--- config.mk ---
export PLATFORM = sky130hd
export DESIGN_NAME = rv32i_instruction_decoder
export DESIGN_NICKNAME = d
export VERILOG_FILES = /design/src/rvid_pkg.sv /design/src/rvid_decode.sv /design/src/rv32i_instruction_decoder.sv
export SDC_FILE = /design/constraint.sdc
export NUM_CORES = 1
export LEC_CHECK = 0
export BUFFER_PORTS_ARGS = -buffer_cell sky130_fd_sc_hd__buf_2
export CORE_MARGIN = 10
export CORE_UTILIZATION = 60
export CTS_BUF_LIST = sky130_fd_sc_hd__clkbuf_8 sky130_fd_sc_hd__clkbuf_16
export CTS_CLUSTER_DIAMETER = 30
export DETAILED_ROUTE_END_ITERATION = 10
export PLACE_DENSITY = 0.92
export SETUP_SLACK_MARGIN = 0.5
export SLEW_MARGIN = 20
export SYNTH_ARGS = -nofsm -noshare
export SYNTH_HDL_FRONTEND = slang
export SYNTH_SLANG_ARGS = --single-unit
--- constraint.sdc ---
create_clock -name clk -period 12.83 [get_ports clk]
set_clock_uncertainty 0.1 [all_clocks]
set_input_delay 2.566 -clock clk [delete_from_list [all_inputs] [get_ports clk]]
set_output_delay 2.566 -clock clk [all_outputs]
set_load 0.1 [all_outputs]
--- src/rvid_pkg.sv ---
package rvid_pkg;

    localparam int XLEN      = 32;
    localparam int KIND_W    = 6;
    localparam int REG_W     = 5;
    localparam int CSR_W     = 12;
    localparam int S_TDATA_W = 64;
    localparam int M_TDATA_W = 104;

    localparam logic [6:0] OPC_LUI    = 7'h37;
    localparam logic [6:0] OPC_AUIPC  = 7'h17;
    localparam logic [6:0] OPC_JAL    = 7'h6f;
    localparam logic [6:0] OPC_JALR   = 7'h67;
    localparam logic [6:0] OPC_BRANCH = 7'h63;
    localparam logic [6:0] OPC_LOAD   = 7'h03;
    localparam logic [6:0] OPC_STORE  = 7'h23;
    localparam logic [6:0] OPC_OPIMM  = 7'h13;
    localparam logic [6:0] OPC_OP     = 7'h33;
    localparam logic [6:0] OPC_SYSTEM = 7'h73;

    localparam logic [6:0] F7_BASE = 7'h00;
    localparam logic [6:0] F7_ALT  = 7'h20;

    localparam logic [2:0] F3_ADD = 3'd0;
    localparam logic [2:0] F3_SR  = 3'd5;

    localparam logic [31:0] WORD_ECALL  = 32'h0000_0073;
    localparam logic [31:0] WORD_EBREAK = 32'h0010_0073;

    localparam logic [5:0] OP_ILLEGAL = 6'd0;
    localparam logic [5:0] OP_LUI     = 6'd1;
    localparam logic [5:0] OP_AUIPC   = 6'd2;
    localparam logic [5:0] OP_JAL     = 6'd3;
    localparam logic [5:0] OP_JALR    = 6'd4;
    localparam logic [5:0] OP_BEQ     = 6'd5;
    localparam logic [5:0] OP_BNE     = 6'd6;
    localparam logic [5:0] OP_BLT     = 6'd7;
    localparam logic [5:0] OP_BGE     = 6'd8;
    localparam logic [5:0] OP_BLTU    = 6'd9;
    localparam logic [5:0] OP_BGEU    = 6'd10;
    localparam logic [5:0] OP_LB      = 6'd11;
    localparam logic [5:0] OP_LH      = 6'd12;
    localparam logic [5:0] OP_LW      = 6'd13;
    localparam logic [5:0] OP_LBU     = 6'd14;
    localparam logic [5:0] OP_LHU     = 6'd15;
    localparam logic [5:0] OP_SB      = 6'd16;
    localparam logic [5:0] OP_SH      = 6'd17;
    localparam logic [5:0] OP_SW      = 6'd18;
    localparam logic [5:0] OP_ADDI    = 6'd19;
    localparam logic [5:0] OP_SLTI    = 6'd20;
    localparam logic [5:0] OP_SLTIU   = 6'd21;
    localparam logic [5:0] OP_XORI    = 6'd22;
    localparam logic [5:0] OP_ORI     = 6'd23;
    localparam logic [5:0] OP_ANDI    = 6'd24;
    localparam logic [5:0] OP_SLLI    = 6'd25;
    localparam logic [5:0] OP_SRLI    = 6'd26;
    localparam logic [5:0] OP_SRAI    = 6'd27;
    localparam logic [5:0] OP_ADD     = 6'd28;
    localparam logic [5:0] OP_SUB     = 6'd29;
    localparam logic [5:0] OP_SLL     = 6'd30;
    localparam logic [5:0] OP_SLT     = 6'd31;
    localparam logic [5:0] OP_SLTU    = 6'd32;
    localparam logic [5:0] OP_XOR     = 6'd33;
    localparam logic [5:0] OP_SRL     = 6'd34;
    localparam logic [5:0] OP_SRA     = 6'd35;
    localparam logic [5:0] OP_OR      = 6'd36;
    localparam logic [5:0] OP_AND     = 6'd37;
    localparam logic [5:0] OP_ECALL   = 6'd38;
    localparam logic [5:0] OP_EBREAK  = 6'd39;
    localparam logic [5:0] OP_CSRRW   = 6'd40;
    localparam logic [5:0] OP_CSRRS   = 6'd41;
    localparam logic [5:0] OP_CSRRC   = 6'd42;
    localparam logic [5:0] OP_CSRRWI  = 6'd43;
    localparam logic [5:0] OP_CSRRSI  = 6'd44;
    localparam logic [5:0] OP_CSRRCI  = 6'd45;

    typedef struct packed {
        logic [CSR_W-1:0]       csr_number;
        logic [XLEN-1:0]        branch_target;
        logic signed [XLEN-1:0] immediate;
        logic [REG_W-1:0]       src_reg_b;
        logic [REG_W-1:0]       src_reg_a;
        logic [REG_W-1:0]       dest_reg;
        logic [KIND_W-1:0]      op_kind;
    } decode_t;

    function automatic logic [5:0] branch_kind(input logic [2:0] f3);
        logic [5:0] k;
        case (f3)
            3'd0:    k = OP_BEQ;
            3'd1:    k = OP_BNE;
            3'd4:    k = OP_BLT;
            3'd5:    k = OP_BGE;
            3'd6:    k = OP_BLTU;
            3'd7:    k = OP_BGEU;
            default: k = OP_ILLEGAL;
        endcase
        return k;
    endfunction

    function automatic logic [5:0] load_kind(input logic [2:0] f3);
        logic [5:0] k;
        case (f3)
            3'd0:    k = OP_LB;
            3'd1:    k = OP_LH;
            3'd2:    k = OP_LW;
            3'd4:    k = OP_LBU;
            3'd5:    k = OP_LHU;
            default: k = OP_ILLEGAL;
        endcase
        return k;
    endfunction

    function automatic logic [5:0] store_kind(input logic [2:0] f3);
        logic [5:0] k;
        case (f3)
            3'd0:    k = OP_SB;
            3'd1:    k = OP_SH;
            3'd2:    k = OP_SW;
            default: k = OP_ILLEGAL;
        endcase
        return k;
    endfunction

    function automatic logic [5:0] aluimm_kind(input logic [2:0] f3);
        logic [5:0] k;
        case (f3)
            3'd0:    k = OP_ADDI;
            3'd1:    k = OP_SLLI;
            3'd2:    k = OP_SLTI;
            3'd3:    k = OP_SLTIU;
            3'd4:    k = OP_XORI;
            3'd6:    k = OP_ORI;
            3'd7:    k = OP_ANDI;
            default: k = OP_ILLEGAL;
        endcase
        return k;
    endfunction

    function automatic logic [5:0] alureg_kind(input logic [2:0] f3);
        logic [5:0] k;
        case (f3)
            3'd0:    k = OP_ADD;
            3'd1:    k = OP_SLL;
            3'd2:    k = OP_SLT;
            3'd3:    k = OP_SLTU;
            3'd4:    k = OP_XOR;
            3'd5:    k = OP_SRL;
            3'd6:    k = OP_OR;
            3'd7:    k = OP_AND;
            default: k = OP_ILLEGAL;
        endcase
        return k;
    endfunction

    function automatic logic [5:0] csr_kind(input logic [2:0] f3);
        logic [5:0] k;
        case (f3)
            3'd1:    k = OP_CSRRW;
            3'd2:    k = OP_CSRRS;
            3'd3:    k = OP_CSRRC;
            3'd5:    k = OP_CSRRWI;
            3'd6:    k = OP_CSRRSI;
            3'd7:    k = OP_CSRRCI;
            default: k = OP_ILLEGAL;
        endcase
        return k;
    endfunction

endpackage

--- src/rvid_decode.sv ---
module rvid_decode
    import rvid_pkg::*;
(
    input  logic [XLEN-1:0] instr_addr,
    input  logic [XLEN-1:0] instr_word,
    output decode_t         dec
);

    logic [6:0]      opc;
    logic [2:0]      f3;
    logic [6:0]      f7;
    logic [XLEN-1:0] imm_i;
    logic [XLEN-1:0] imm_s;
    logic [XLEN-1:0] imm_b;
    logic [XLEN-1:0] imm_j;
    logic [XLEN-1:0] imm_u;
    logic [XLEN-1:0] imm;
    logic [XLEN-1:0] target;
    logic [5:0]      kind;
    logic [4:0]      rd;
    logic [4:0]      ra;
    logic [4:0]      rb;
    logic [11:0]     csr;
    logic            use_tgt;

    assign opc = instr_word[6:0];
    assign f3  = instr_word[14:12];
    assign f7  = instr_word[31:25];

    assign imm_i = {{20{instr_word[31]}}, instr_word[31:20]};
    assign imm_s = {{20{instr_word[31]}}, instr_word[31:25], instr_word[11:7]};
    assign imm_b = {{20{instr_word[31]}}, instr_word[7], instr_word[30:25],
                    instr_word[11:8], 1'b0};
    assign imm_j = {{12{instr_word[31]}}, instr_word[19:12], instr_word[20],
                    instr_word[30:21], 1'b0};
    assign imm_u = {instr_word[31:12], 12'h000};

    always_comb
    begin
        kind    = OP_ILLEGAL;
        rd      = '0;
        ra      = '0;
        rb      = '0;
        imm     = '0;
        csr     = '0;
        use_tgt = 1'b0;
        case (opc)
            OPC_LUI, OPC_AUIPC:
            begin
                kind = (opc == OPC_LUI) ? OP_LUI : OP_AUIPC;
                rd   = instr_word[11:7];
                imm  = imm_u;
            end
            OPC_JAL:
            begin
                kind    = OP_JAL;
                rd      = instr_word[11:7];
                imm     = imm_j;
                use_tgt = 1'b1;
            end
            OPC_JALR:
            begin
                if (f3 == F3_ADD)
                begin
                    kind = OP_JALR;
                    rd   = instr_word[11:7];
                    ra   = instr_word[19:15];
                    imm  = imm_i;
                end
            end
            OPC_BRANCH:
            begin
                kind    = branch_kind(f3);
                ra      = instr_word[19:15];
                rb      = instr_word[24:20];
                imm     = imm_b;
                use_tgt = 1'b1;
            end
            OPC_LOAD:
            begin
                kind = load_kind(f3);
                rd   = instr_word[11:7];
                ra   = instr_word[19:15];
                imm  = imm_i;
            end
            OPC_STORE:
            begin
                kind = store_kind(f3);
                ra   = instr_word[19:15];
                rb   = instr_word[24:20];
                imm  = imm_s;
            end
            OPC_OPIMM:
            begin
                rd  = instr_word[11:7];
                ra  = instr_word[19:15];
                imm = imm_i;
                if (f3 == F3_SR)
                begin
                    if (f7 == F7_BASE)
                    begin
                        kind = OP_SRLI;
                    end
                    else if (f7 == F7_ALT)
                    begin
                        kind = OP_SRAI;
                        imm  = {27'd0, instr_word[24:20]};
                    end
                end
                else
                begin
                    kind = aluimm_kind(f3);
                end
            end
            OPC_OP:
            begin
                rd = instr_word[11:7];
                ra = instr_word[19:15];
                rb = instr_word[24:20];
                if (f7 == F7_BASE)
                    kind = alureg_kind(f3);
                else if (f7 == F7_ALT && f3 == F3_ADD)
                    kind = OP_SUB;
                else if (f7 == F7_ALT && f3 == F3_SR)
                    kind = OP_SRA;
            end
            OPC_SYSTEM:
            begin
                if (instr_word == WORD_ECALL)
                begin
                    kind = OP_ECALL;
                end
                else if (instr_word == WORD_EBREAK)
                begin
                    kind = OP_EBREAK;
                end
                else
                begin
                    kind = csr_kind(f3);
                    rd   = instr_word[11:7];
                    ra   = instr_word[19:15];
                    csr  = instr_word[31:20];
                end
            end
            default:
            begin
                kind = OP_ILLEGAL;
            end
        endcase
    end

    assign target = instr_addr + imm;

    always_comb
    begin
        dec.op_kind       = kind;
        dec.dest_reg      = rd;
        dec.src_reg_a     = ra;
        dec.src_reg_b     = rb;
        dec.immediate     = imm;
        dec.branch_target = use_tgt ? target : '0;
        dec.csr_number    = csr;
        if (kind == OP_ILLEGAL)
        begin
            dec = '0;
        end
    end

endmodule

--- src/rv32i_instruction_decoder.sv ---
// Channel  | Direction | Beat contents
// s_axis   | in        | tdata[31:0] instr_addr, tdata[63:32] instr_word
// m_axis   | out       | tdata: op_kind, dest_reg, src_reg_a, src_reg_b, immediate,
//          |           |        branch_target, csr_number (zero padded to 104 bits)
//
// One beat in, one beat out; a new beat is taken every cycle unless m_axis stalls.
// Each beat passes the input register, then decode logic into the result register.
// The decode path is one opcode/funct match plus one 32-bit add for the target.
// A stalled result holds in the output register while the input register still fills.
// rst_n clears both valid flags; data registers are not reset.
module rv32i_instruction_decoder
    import rvid_pkg::*;
(
    input  logic                 clk,
    input  logic                 rst_n,
    input  logic                 s_axis_tvalid,
    output logic                 s_axis_tready,
    // [31:0] instr_addr, [63:32] instr_word
    input  logic [S_TDATA_W-1:0] s_axis_tdata,
    output logic                 m_axis_tvalid,
    input  logic                 m_axis_tready,
    // [5:0] op_kind, [10:6] dest_reg, [15:11] src_reg_a, [20:16] src_reg_b,
    // [52:21] immediate, [84:53] branch_target, [96:85] csr_number, [103:97] zero
    output logic [M_TDATA_W-1:0] m_axis_tdata
);

    logic            in_valid_reg;
    logic            in_valid_next;
    logic [XLEN-1:0] addr_reg;
    logic [XLEN-1:0] word_reg;
    logic            out_valid_reg;
    logic            out_valid_next;
    decode_t         out_reg;
    decode_t         dec;
    logic            in_take;
    logic            out_load;

    assign out_load      = in_valid_reg && (!out_valid_reg || m_axis_tready);
    assign s_axis_tready = !in_valid_reg || out_load;
    assign in_take       = s_axis_tvalid && s_axis_tready;

    always_comb
    begin
        in_valid_next = in_valid_reg;
        if (in_take)
            in_valid_next = 1'b1;
        else if (out_load)
            in_valid_next = 1'b0;

        out_valid_next = out_valid_reg;
        if (out_load)
            out_valid_next = 1'b1;
        else if (m_axis_tready)
            out_valid_next = 1'b0;
    end

    always_ff @(posedge clk or negedge rst_n)
    begin
        if (!rst_n)
        begin
            in_valid_reg  <= 1'b0;
            out_valid_reg <= 1'b0;
        end
        else
        begin
            in_valid_reg  <= in_valid_next;
            out_valid_reg <= out_valid_next;
        end
    end

    always_ff @(posedge clk)
    begin
        if (in_take)
        begin
            addr_reg <= s_axis_tdata[XLEN-1:0];
            word_reg <= s_axis_tdata[2*XLEN-1:XLEN];
        end
        if (out_load)
        begin
            out_reg <= dec;
        end
    end

    rvid_decode u_decode (
        .instr_addr (addr_reg),
        .instr_word (word_reg),
        .dec        (dec)
    );

    assign m_axis_tvalid = out_valid_reg;
    assign m_axis_tdata  = {{(M_TDATA_W - $bits(decode_t)){1'b0}}, out_reg};

endmodule

# Word-level counts from Yosys, hierarchy flattened
# Memories as Yosys holds them, arrays and structs flattened. A register that Yosys moved wholly into a read port is not among the register bits.
# Cells that the tools add are included.
[op_classes]
n_bitwise = 3
n_reduce_logical = 21
n_shift = 0
add_sub_neg = 1
n_mux = 35
eq_ne = 20
magnitude_cmp = 0
n_div = 0
n_mul = 0
[op_table]
columns = ["cell", "count"]
rows = [
  ["$pmux W32 S7", 1],
  ["$mux W32", 4],
  ["$pmux W6 S9", 1],
  ["$pmux W5 S3", 3],
  ["$mux W6", 7],
  ["$pmux W6 S6", 1],
  ["$mux W5", 7],
  ["$pmux W5 S7", 1],
  ["$add A32 B32 Y32", 1],
  ["$eq A32 B21 Y1 const B", 1],
  ["$eq A32 B7 Y1 const B", 1],
  ["$eq A7 B6 Y1 const B", 4],
  ["$eq A7 B7 Y1 const B", 4],
  ["$pmux W4 S6", 1],
  ["$pmux W4 S5", 1],
  ["$eq A7 B5 Y1 const B", 2],
  ["$eq A3 B3 Y1 const B", 4],
  ["$reduce_or A2 Y1", 4],
  ["$eq A7 B2 Y1 const B", 1],
  ["$logic_not A7 Y1", 1],
  ["$eq A3 B2 Y1 const B", 2],
  ["$logic_not A6 Y1", 1],
  ["$mux W3", 2],
  ["$reduce_or A6 Y1", 1],
  ["other kinds (12)", 24],
]
[word_totals]
romBits = 48
latchBits = 0
ram_bits = 0
wordCells = 92
regBits = 163
mem_count = 1
output_inout_bits = 106
[memory_table]
columns = ["name", "words", "width", "read_ports", "rd_ports_with_merged_regs", "wr", "line", "rtl"]
rows = [
  ["(no name shown)", 8, 6, 1, 1, 0, "rvid_pkg.sv:142", "case (f3)"],
]

# Logic depth before layout (Yosys ltp)
# Gate-level depths: netlist of run 1.
[depth]
ltp_word = 8
depth_mapped = 19
depth_no_buf = 16

# By module
# Synthesis of run 1 repeated with hierarchy kept, for this count alone.
[unflattened]
hier_cells = 920
hier_area_um2 = 9542.9
[by_module_without_submodules]
columns = ["module", "seq_area_each_um2", "n_inst", "cells_each", "area_per_inst_um2"]
rows = [
  ["rv32i_instruction_decoder", 4884.7, 1, 177, 4994.8],
  ["rvid_decode", 0.0, 1, 743, 4548.1],
]

# Worst setup path before layout of run 1
# Ideal clock, no wire load.
[synth_path]
path_type = "input to output"
from = "input m_axis_tready"
to = "output s_axis_tready"
setup_slack_ns = 6.771
path_buffers = 0
path_stages = 1
arrival_ns = 3.393
t_required_ns = 10.164
cell_sequence = "nand3b_1"
[synth_via]
elab_chain_len = 3
[synth_lines]
columns = ["element", "line", "rtl"]
rows = [
  ["from (decl)", "rv32i_instruction_decoder.sv:21", "input logic m_axis_tready,"],
  ["$logic_or A1 B1 Y1", "rv32i_instruction_decoder.sv:38", "assign out_load = in_valid_reg && (!out_valid_reg || m_axis_tready);"],
  ["$logic_and A1 B1 Y1", "rv32i_instruction_decoder.sv:38", ""],
  ["$logic_or A1 B1 Y1", "rv32i_instruction_decoder.sv:39", "assign s_axis_tready = !in_valid_reg || out_load;"],
  ["to (decl)", "rv32i_instruction_decoder.sv:17", "output logic s_axis_tready,"],
]
# No other way between the ends.

# Worst setup path after layout of run 1
# Same ends and word-level chain as after synthesis.

==> summary.md, run 1 <==
| Metric | Value |
|---|---|
| Status | complete, no violations |
| Hold depth | 1 |
| Headroom to the max-slew limit | 0.402 |
| Hold Path End | m_axis_tvalid |
| Async SR Flop Fraction | 0.0119 |
| CTS clock-pin slew for the worst setup and hold paths | 0.06 ns |
| Die ar. | 0.0194 mm2 |
| Starting Density | 0.614 |
| Pin count of the biggest net entering global routing | 67 |
| Synth top area share | 0.567 |
| Biggest area consumer among synthesized cells | edfxtp_1 |
| # hold bufs at CTS | 0 |
| Number of flip-flops in the largest register | 97 |
| CTS H-tree lvls | 4 |
| Reg-to-reg endpoint | m_axis_tdata[83] |
| Slew at the pin closest to its max-slew limit | 0.897 ns |
| Post-CTS sizing | 0 |
| VDD IR max | 0.0000916 V |
| Total gr overflow | 0 |
| Clock Tree Root | clkbuf_16 |
| Vias in the first global route | 6271 |
| HP Class | register to register |
| Mean area per synthesized cell | 12.0 um2 |
| WP data required | 10.16 ns |
| Hold Vio Cnt, Final | 0 |
| CTS tree | yes |
| Routed via count | 6349 |
| Crit Path Max Fanout | 3 |
| Seq pwr share | 0.463 |
| Worst reg-to-reg setup slack | 7.42 ns |
| Die Ht | 139 um |
| Antenna violations before repair | 0 |
| Clock share of power | 0.357 |
| Final Cycle Share | 0.459 |
| Fin util | 0.722 |
| Post-CTS setup buffers | 0 |
| R2r startpoint | word_reg[14] |
| Period minus WS final | 5.88 ns |
| Nets | 977 |
| Crit. End Element | primary output |
| Fin. max-slew vios | 0 |
| Yosys cell types | 83 |
| Vias/cell | 5.96 |
| Pleak | 4.37 nW |
| Largest cells by area after synthesis | edfxtp_1, ha_1, nor2_1, and2_1, a21oi_1 |
| Int Power | 1.01 mW |
| Area growth syn-to-layout | 17.6% |
| Post-synthesis register bit count | 168 |
| Main synth FF type | edfxtp_1 |
| Switching Power | 0.427 mW |
| Port-buffer cells | 166 |
| Crit Path Category | input pin to primary output |
| Post-Syn Area | 0.00852 mm2 |
| Clock Sinks | 168 |
| Achievable frequency | 170 MHz |
| # setup viols final | 0 |
| Layout cells sized above 1 | 0.252 |
| CTS buffer count | 17 |
| Commonest non-fill, non-tap cells in the layout | buf_2, edfxtp_1, nor2_1 |
| Worst R2R Path Depth | 16 |
| Core Area | 0.0139 mm2 |
| Yosys warning count | 0 |
| Fin Setup TNS | 0 ns |
| DRC violations left | 0 |
| Die width | 139 um |
| MaxCap Viol Count | 0 |
| RSZ-0062 raised after global routing | no |
| Data arrival, critical path | 3.22 ns |
| Commonest non-fill, non-tap cell in the layout | buf_2 |
| Worst-skew pair later-pin latency | 0.43 ns |
| Register area share after synthesis | 0.585 |
| DR pass1 iterations | 6 |
| PwrDens | 143 mW/mm2 |
| Post-Synthesis Cells | 709 |
| Row count | 43 |
| DRT iter0 DRCs | 952 |
| Io pins | 174 |
| Antenna-violating nets left | 0 |
| Hold Startpoint | in_valid_reg |
| Longest Clk Path Bufs | 2 |
| CP Launch Type | input pin |
| Hold_ws | 0.401 ns |
| Comb power frac | 0.180 |
| Antenna Cells | 0 |
| DR WL/cell | 20.5 um |
| Global-route wire length before repair | 34200 um |
| Dpl hpwl | 16300 um |
| Number of synthesized flops with an enable pin | 161 |
| Switching share of total power | 0.298 |
| Final WL | 21800 um |
| GP Congestion | 0.938 |
| Total GRT Usage | 0.223 |
==> worst max-delay path, stage by stage <==
cell and delay [ns]:
buf_2 0.08, nand3b_1 0.13, buf_2 0.44
==> metrics by stage <==
step                instance area, um2  setup slack (ns)  std cells  power [mW]
CTS                              10000              6.94       1065        1.44
detailed placement                9430              6.95       1034       0.931
finish                           10000              6.95       1065        1.43
floorplan                         8550              6.77        715       0.881
global route                     10000              6.89       1065        1.48
global placement                  9430              6.96       1034       0.927
==> cell families after synthesis <==
logic type,count (synthesis),synth area share
AND/OR/NAND/NOR,262,0.165
flip-flops,168,0.585
AO/OA/AOI/OAI,143,0.118
buffers and inverters,62,0.0382
adder cells (fa/ha/maj),36,0.0537
XOR/XNOR,30,0.0308
multiplexers,7,0.00851
other,1,0.000440
==> worst max-delay path by stage <==
stage                  start             to  slack, ns  depth (start not counted)
4_1_cts        m_axis_tready  s_axis_tready       6.94                          3
3_3_place_gp   m_axis_tready  s_axis_tready       6.96                          3
5_1_grt        m_axis_tready  s_axis_tready       6.89                          3
3_5_place_dp   m_axis_tready  s_axis_tready       6.95                          3
2_1_floorplan  m_axis_tready  s_axis_tready       6.77                          1
6_report       m_axis_tready  s_axis_tready       6.95                          3
==> power by group through the flow <==
stage          Combinational [mW]  Sequential, mW  Clock [mW]
6_report                    0.258           0.663       0.511
5_1_grt                     0.269           0.666       0.540
4_1_cts                     0.258           0.663       0.517
3_5_place_dp                0.256           0.674           0
3_3_place_gp                0.254           0.673           0
2_1_floorplan              0.0797           0.801           0
==> area by class of cell <==
type,count,area [um2]
repair buffers,172,876
clock buffers,17,425
inverters,29,109
multi-input cells,485,3240
clock inverters,14,166
flip-flops and latches,168,4980
well taps,180,225
fillers,980,3850
==> cell usage after synthesis (3+ instances only) <==
cell type,n
nor2_1,67
buf_4,12
and3_1,15
nand2_1,52
mux2i_1,5
xor2_1,13
dfxtp_1,5
clkbuf_1,8
and2_1,39
buf_6,5
nor4_1,7
nor3_1,12
or3_1,3
ha_1,35
edfxtp_1,161
o21bai_1,6
nor2b_1,7
a22o_1,3
nand4_1,9
nand2b_1,11
o21a_1,5
inv_1,28
o22ai_1,8
o21ai_0,19
a21o_1,17
xnor2_1,17
buf_2,8
a21oi_1,42
nand3_1,16
a31oi_1,6
==> layer usage <==
layer  up-vias  share of wire  global-route usage
met4         0          0.042               0.109
met3        69          0.076              0.0507
met5         -              0                   0
li1       2939              -                   -
met2       349           0.50               0.380
met1      2992           0.38               0.258
No activity file was read; power rests on OpenSTA's default activity.
==> run 2, diff against run 1 <==
--- a/config.mk
+++ b/config.mk
@@ -5,13 +5,14 @@
 export SDC_FILE = /design/constraint.sdc
 export NUM_CORES = 1
 export LEC_CHECK = 0
+export ABC_AREA = 1
 export BUFFER_PORTS_ARGS = -buffer_cell sky130_fd_sc_hd__buf_2
 export CORE_MARGIN = 10
-export CORE_UTILIZATION = 60
+export CORE_UTILIZATION = 56
 export CTS_BUF_LIST = sky130_fd_sc_hd__clkbuf_8 sky130_fd_sc_hd__clkbuf_16
 export CTS_CLUSTER_DIAMETER = 30
 export DETAILED_ROUTE_END_ITERATION = 10
-export PLACE_DENSITY = 0.92
+export PLACE_DENSITY = 0.87
 export SETUP_SLACK_MARGIN = 0.5
 export SLEW_MARGIN = 20
 export SYNTH_ARGS = -nofsm -noshare
==> constraint.sdc (replaced) <==
create_clock -name clk -period 5.9 [get_ports clk]
set_clock_uncertainty 0.1 [all_clocks]
set_input_delay 1.18 -clock clk [delete_from_list [all_inputs] [get_ports clk]]
set_output_delay 1.18 -clock clk [all_outputs]
set_load 0.1 [all_outputs]
==> run 2 against run 1 <==
  * Die area increased by 12%
  * Combinational power grew to 3.1 times the previous value
  * Cell count grew 33%
  * Clock-buffer cell count unchanged
  * Flip-flop and latch count unchanged
  * Power up 130%
  * Synthesized cell count increased by 43%
  * Non-clock buffer count shrank 2
  * Global-route usage increased by 1.5 points
  * Area after synthesis rose by 6.5%
  * Setup slack worse by 5.5 ns
  * Design area is 5.7% higher
==> summary.md, run 2 <==
| Metric | Value |
|---|---|
| Total gr overflow | 0 (unchanged) |
| DRT iter0 DRCs | 913 (-4.1%) |
| R2r startpoint | word_reg[6] |
| Clock Tree Root | clkbuf_16 |
| CTS buffer count | 17 (unchanged) |
| Nets | 1293 (+32%) |
| Io pins | 174 (unchanged) |
| VDD IR max | 0.000249 V (+170%) |
| Longest Clk Path Bufs | 2 (unchanged) |
| RSZ-0062 raised after global routing | no |
| Antenna-violating nets left | 0 (unchanged) |
| Hold_ws | 0.425 ns (+0.0241 ns) |
| Area growth syn-to-layout | 16.7% |
| Crit path from | word_reg[6] |
| Port-buffer cells | 166 (unchanged) |
| Core Area | 0.0159 mm2 (+14%) |
| Mean area per synthesized cell | 8.94 um2 (-26%) |
| DR WL/cell | 18.4 um (-10%) |
| HP Class | input pin to asynchronous set/reset pin |
| Fin util | 0.667 (-0.0551) |
| Final WL | 26000 um (+19%) |
| WP data required | 5.98 ns (-4.18 ns) |
| Crit. End Element | register |
| Post-CTS setup buffers | 0 (unchanged) |
| Post-synthesis register bit count | 168 (unchanged) |
| Routed via count | 7600 (+20%) |
| DRC violations left | 0 (unchanged) |
| Async SR Flop Fraction | 0.0119 (unchanged) |
| Die width | 147 um (+5.8%) |
| Global-route wire length before repair | 40600 um (+19%) |
| Pleak | 5.10 nW (+17%) |
| Die ar. | 0.0217 mm2 (+12%) |
| Starting Density | 0.572 (-0.0426) |
| Clock Sinks | 168 (unchanged) |
| Fin Setup TNS | 0 ns (unchanged) |
| Synth top area share | 0.533 (-0.0346) |
| CP Launch Type | register |
| CTS clock-pin slew for the worst setup and hold paths | 0.06 ns (about the same) |
| Final non-filler cell area | 0.0106 mm2 (+5.7%) |
| Post-Synthesis Cells | 1016 (+43%) |
| Critical path's largest stage delay | 0.69 ns (+0.25 ns) |
| Most common cell in the synthesized netlist | nand2_1 |
| Post-CTS sizing | 0 (unchanged) |
| Period minus WS final | 4.50 ns |
| CTS tree | yes |
| Headroom to the max-slew limit | 0.465 (+0.0632) |
| Vias in the first global route | 7264 (+16%) |
| DP Area | 0.0101 mm2 (+6.8%) |
| Placed insts | 1386 (+34%) |
| GP Congestion | 0.978 (+4.2%) |
| Post-Place Worst Slack | 1.61 ns (-5.34 ns) |
| Number of flip-flops in the largest register | 97 (unchanged) |
| Post-Layout Cell Count | 1417 (+33%) |
| Fin. max-slew vios | 0 (unchanged) |
| Worst path cell trace | inv_1 > nor2_4 > nand3_1 > nand2_1 > inv_1 > a211oi_2 > a21oi_1 > inv_1 > ha_1 > a21oi_1 > o21ai_0 > a21oi_1 > nor2_1 > nor2_1 > nand2_1 > nand2_1 > nand2_1 > inv_1 > nor2_1 |
| Row count | 46 (+7.0%) |
| Layout cells sized above 1 | 0.185 (-0.0671) |
| PwrDens | 310 mW/mm2 (+120%) |
| MaxCap Viol Count | 0 (unchanged) |
| Largest cells by area after synthesis | edfxtp_1, nand2_1, nor2_1, inv_1, ha_1 |
| Yosys cell types | 43 (-48%) |
| Dpl hpwl | 20300 um (+25%) |
| CTS H-tree lvls | 4 (unchanged) |
| Status | complete, no violations |
| Reg-to-reg endpoint | m_axis_tdata[82] |
| Post-Syn Area | 0.00908 mm2 (+6.5%) |
| Final Cycle Share | 0.763 |
| Vias/cell | 5.36 (-10%) |
| Die Ht | 147 um (+5.8%) |
| DR pass1 iterations | 6 (unchanged) |
| Antenna violations before repair | 0 (unchanged) |
| Data arrival, critical path | 4.57 ns (+1.35 ns) |
| # setup viols final | 0 (unchanged) |
| Crit Path Max Fanout | 12 (+9) |
| # hold bufs at CTS | 0 (unchanged) |
| Commonest non-fill, non-tap cell in the layout | nand2_1 |
| Biggest area consumer among synthesized cells | edfxtp_1 |
| Worst-skew pair later-pin latency | 0.43 ns (about the same) |
| Total GRT Usage | 0.237 (+0.0146) |
| Main synth FF type | edfxtp_1 |
| Commonest non-fill, non-tap cells in the layout | nand2_1, nor2_1, buf_2 |
| Achievable frequency | 222 MHz |
| Pin count of the biggest net entering global routing | 43 (-36%) |
| Commonest cells post-synth | nand2_1, nor2_1, edfxtp_1 |
| Crit Path Category | register to register |
| Hold Vio Cnt, Final | 0 (unchanged) |
| Slew at the pin closest to its max-slew limit | 0.802 ns (-0.0948 ns) |
| Worst R2R Path Depth | 19 (+3) |
| # fillers | 1270 (+30%) |
| Register area share after synthesis | 0.549 (-0.0357) |
| Total power | 3.29 mW (+130%) |
| Critical-path top delay cell | a211oi_2 |
| Antenna Cells | 0 (unchanged) |
| Yosys warning count | 0 (unchanged) |
| Final worst slack | 1.40 ns (-5.55 ns) |
| Number of synthesized flops with an enable pin | 161 (unchanged) |
| Worst reg-to-reg setup slack | 1.40 ns (-6.02 ns) |
-- run 2: cell count changes after synthesis, sizes merged, moves of 8 or more --
cell    before  now
inv         28  152
xnor2       17    4
nand3       17   51
nand2b      11    0
and2        39    0
and3        16    2
a21o        18    4
o22ai        8    0
nand2       53  227
nor2        68  201
a21oi       42   54
o21ai       20   31
-- run 2: layout make-up --
type / instances / area [um2] / share of cell area
Inverter: 153 / 574 / 0.0542
Multi-Input combinational cell: 679 / 3390 / 0.319
Timing Repair Buffer: 170 / 861 / 0.0812
Clock inverter: 14 / 97.6 / 0.00921
Sequential cell: 168 / 4980 / 0.470
Clock buffer: 17 / 425 / 0.0401
Tap cell: 216 / 270 / 0.0255
-- run 2: where the power goes --
part	internal (mW)	total (mW)	switching, mW
registers	1.43	1.48	0.0530
logic	0.117	0.808	0.692
clock network	0.564	0.997	0.432
total	2.11	3.29	1.18
-- run 2: worst max-delay path: cells and delay by family, from the launching register on --
| kind | cells | cell delay, ns |
|---|---|---|
| adders and majority gates | 1 | 0.29 |
| DFF | 1 | 0.62 |
| AOI/OAI and AO/OA | 5 | 1.50 |
| buffers and inverters | 4 | 0.44 |
| and+or+nand+nor | 9 | 1.29 |
-- run 2: worst max-delay path by stage --
stage                       endpoint  slack, ns
floorplan            m_axis_tdata[0]       1.30
CTS                 m_axis_tdata[83]       1.54
global route        m_axis_tdata[83]       1.04
detailed placement  m_axis_tdata[83]       1.61
finish              m_axis_tdata[82]       1.40
global placement    m_axis_tdata[82]       1.50
-- run 2: kinds of logic after synthesis --
kind of cell	Yosys count	synth area share
adder cells (fa/ha/maj)	36	0.0504
other	1	0.000413
AND/OR/NAND/NOR	503	0.228
buffers and inverters	175	0.0817
XOR/XNOR	18	0.0174
AO/OA/AOI/OAI	115	0.0726
flip-flops	168	0.549
-- run 2: routing by layer --
metal	up-vias	GRT usage	wire length (um)
met5	-	0	0
met4	0	0.0654	458
met3	39	0.0507	2410
met2	422	0.374	12100
met1	3490	0.325	11100
li1	3649	-	-
==> run 3, diff against run 2 <==
==> constraint.sdc (replaced) <==
create_clock -name clk -period 4.3 [get_ports clk]
set_clock_uncertainty 0.1 [all_clocks]
set_input_delay 0.86 -clock clk [delete_from_list [all_inputs] [get_ports clk]]
set_output_delay 0.86 -clock clk [all_outputs]
set_load 0.1 [all_outputs]
==> run 3 against run 2 <==
  * Global-route usage decreased by 0.064 points
  * Critical endpoint unchanged
  * Cell count up 0.85%
  * Largest power group unchanged
  * Critical path type unchanged
  * Sequential share of layout area shrank 1.0 points
==> summary.md, run 3 (synthesized netlist as in run 2, its figures left out) <==
| Metric | Value |
|---|---|
| # setup viols final | 0 (unchanged) |
| Global-route wire length before repair | 40000 um (-1.4%) |
| Clock Tree Root | clkbuf_16 |
| CTS clock-pin slew for the worst setup and hold paths | 0.07 ns (about the same) |
| Antenna Cells | 0 (unchanged) |
| Post-Place Worst Slack | 0.281 ns (-1.33 ns) |
| Status | complete, no violations |
| Pleak | 5.20 nW (+2.0%) |
| Total power | 4.69 mW (+43%) |
| Starting Density | 0.572 (unchanged) |
| PwrDens | 433 mW/mm2 (+40%) |
| Number of flip-flops in the largest register | 97 (unchanged) |
| # fillers | 1291 (+1.7%) |
| Commonest non-fill, non-tap cells in the layout | nand2_1, nor2_1, buf_2 |
| Worst path cell trace | nand2_2 > inv_1 > nand2_1 > nor2_2 > nand2_2 > nand2_1 > a31oi_2 > o21a_1 > inv_1 > ha_1 > nand2_1 > nand2_1 > nand2_1 > o21ai_1 > nand2_1 > o211ai_1 > nand2_1 > nand3_1 > nand2_1 > inv_1 > nor2_1 |
| Dpl hpwl | 20300 um (-0.32%) |
| Port-buffer cells | 166 (unchanged) |
| DRC violations left | 0 (unchanged) |
| Worst-skew pair later-pin latency | 0.43 ns (about the same) |
| CTS tree | yes |
| Crit. path cell count | 21 (+2) |
| GP Congestion | 0.963 (-1.6%) |
| Antenna-violating nets left | 0 (unchanged) |
| Reg-to-reg endpoint | m_axis_tdata[82] |
| Routed length on met3 | 2710 um (+13%) |
| Antenna violations before repair | 0 (unchanged) |
| Crit. End Element | register |
| Layout cells sized above 1 | 0.207 (+0.0221) |
| DRT iter0 DRCs | 913 (unchanged) |
| Hold Vio Cnt, Final | 0 (unchanged) |
| Die ar. | 0.0217 mm2 (unchanged) |
| Fin util | 0.682 (+0.0151) |
| R2r startpoint | word_reg[5] |
| Final worst slack | 0.759 ns (-0.642 ns) |
| Die Ht | 147 um (unchanged) |
| Top routing layer used | met4 |
| Die width | 147 um (unchanged) |
| DR pass1 iterations | 6 (unchanged) |
| DR WL met2 | 11900 um (-1.7%) |
| WP data required | 4.38 ns (-1.60 ns) |
| DP Area | 0.0101 mm2 (+0.67%) |
| Final WL | 26100 um (about the same) |
| Largest delay share family, worst path | simple AND/OR/NAND/NOR gates |
| Fin Setup TNS | 0 ns (unchanged) |
| Register area | 0.00498 mm2 (unchanged) |
| Period minus WS final | 3.54 ns (-0.958 ns) |
| Slew at the pin closest to its max-slew limit | 0.770 ns (-0.0319 ns) |
| Critical-path top delay cell | edfxtp_1 |
| Headroom to the max-slew limit | 0.486 (+0.0205) |
| Area growth syn-to-layout | 19.4% |
| Nets | 1304 (+0.85%) |
| CTS buffer count | 17 (unchanged) |
| Core Area | 0.0159 mm2 (unchanged) |
| Io pins | 174 (unchanged) |
| Vias/cell | 5.32 (-0.75%) |
| MaxCap Viol Count | 0 (unchanged) |
| HP Class | input pin to asynchronous set/reset pin |
| Total GRT Usage | 0.237 (-0.000642) |
| Fin. max-slew vios | 0 (unchanged) |
| Crit Path Max Fanout | 5 (-7) |
| Commonest non-fill, non-tap cell in the layout | nand2_1 |
| CP most frequent cell | nand2_1 |
| Worst reg-to-reg setup slack | 0.76 ns (-0.64 ns) |
| CTS H-tree lvls | 4 (unchanged) |
| Achievable frequency | 282 MHz (+27%) |
| Total gr overflow | 0 (unchanged) |
| CP Buf/Inv Count | 3 (-1) |
| Routed via count | 7607 (+0.092%) |
| Final Cycle Share | 0.824 (+0.0610) |
| Pin count of the biggest net entering global routing | 98 (+130%) |
| VDD IR max | 0.000335 V (+35%) |
| Final non-filler cell area | 0.0108 mm2 (+2.3%) |
| Crit Path Category | register to register |
| DR WL/cell | 18.2 um (-0.82%) |
| Data arrival, critical path | 3.62 ns (-0.95 ns) |
| Worst R2R Path Depth | 21 (+2) |
| Vias in the first global route | 7273 (+0.12%) |
| Clock Sinks | 168 (unchanged) |
| Routed length on met1 | 10900 um (-2.0%) |
| Longest Clk Path Bufs | 2 (unchanged) |
| Row count | 46 (unchanged) |
| Critical path's largest stage delay | 0.46 ns (-0.23 ns) |
| Area of the multi-input gates | 0.00345 mm2 (+2.0%) |
| RSZ-0062 raised after global routing | no |
| CP Launch Type | register |
==> run 3: changes by cell type in the layout (fill, tap and decap cells not counted), sizes merged <==
cell / previous run / this run
buf: 170 / 181
bufinv: 1 / 3
clkinv: 6 / 9
clkinvlp: 3 / 0
inv: 157 / 156
==> run 3: where the power goes <==
part	switching, mW	internal [mW]	total [mW]
combinational	0.960	0.171	1.13
clock	0.634	0.904	1.54
sequential	0.0656	1.96	2.03
==> run 3: metrics by stage <==
stage	cells	hold WS [ns]
2_1_floorplan	1022	0.401
5_1_grt	1429	0.0878
4_1_cts	1424	0.0871
3_5_place_dp	1391	0.429
6_report	1429	0.0957
3_3_place_gp	1391	0.418
==> run 3: layout make-up <==
class / instances / area share
Inverter: 153 / 0.0530
Clock buffer: 17 / 0.0392
Multi-Input combinational cell: 679 / 0.319
Timing Repair Buffer: 181 / 0.0893
Clock inverter: 15 / 0.0149
Sequential cell: 168 / 0.460
Tap cell: 216 / 0.0249
==> run 3: repair_timing <==
| action | in CTS | in global routing |
|---|---|---|
| gates resized for setup | 2 | 21 |
| hold buffers | 0 | 0 |
| buffers inserted | 1 | 5 |
| endpoints found under the hold margin | 0 | 0 |
| pin swaps | 0 | 4 |
| endpoints found under the setup margin | 11 | 19 |
==> run 3: how the worst max path moves through the flow <==
stage / to / start
3_3_place_gp: m_axis_tdata[83] / word_reg[6]
5_1_grt: m_axis_tdata[82] / word_reg[5]
6_report: m_axis_tdata[82] / word_reg[5]
4_1_cts: m_axis_tdata[79] / word_reg[5]
2_1_floorplan: addr_reg[0] / m_axis_tvalid
3_5_place_dp: m_axis_tdata[83] / word_reg[6]
==> run 3: metal layers <==
metal,track usage,vias to the layer above
met5,0,-
li1,-,3665
met4,0.0808,0
met3,0.0700,54
met1,0.306,3473
met2,0.373,415
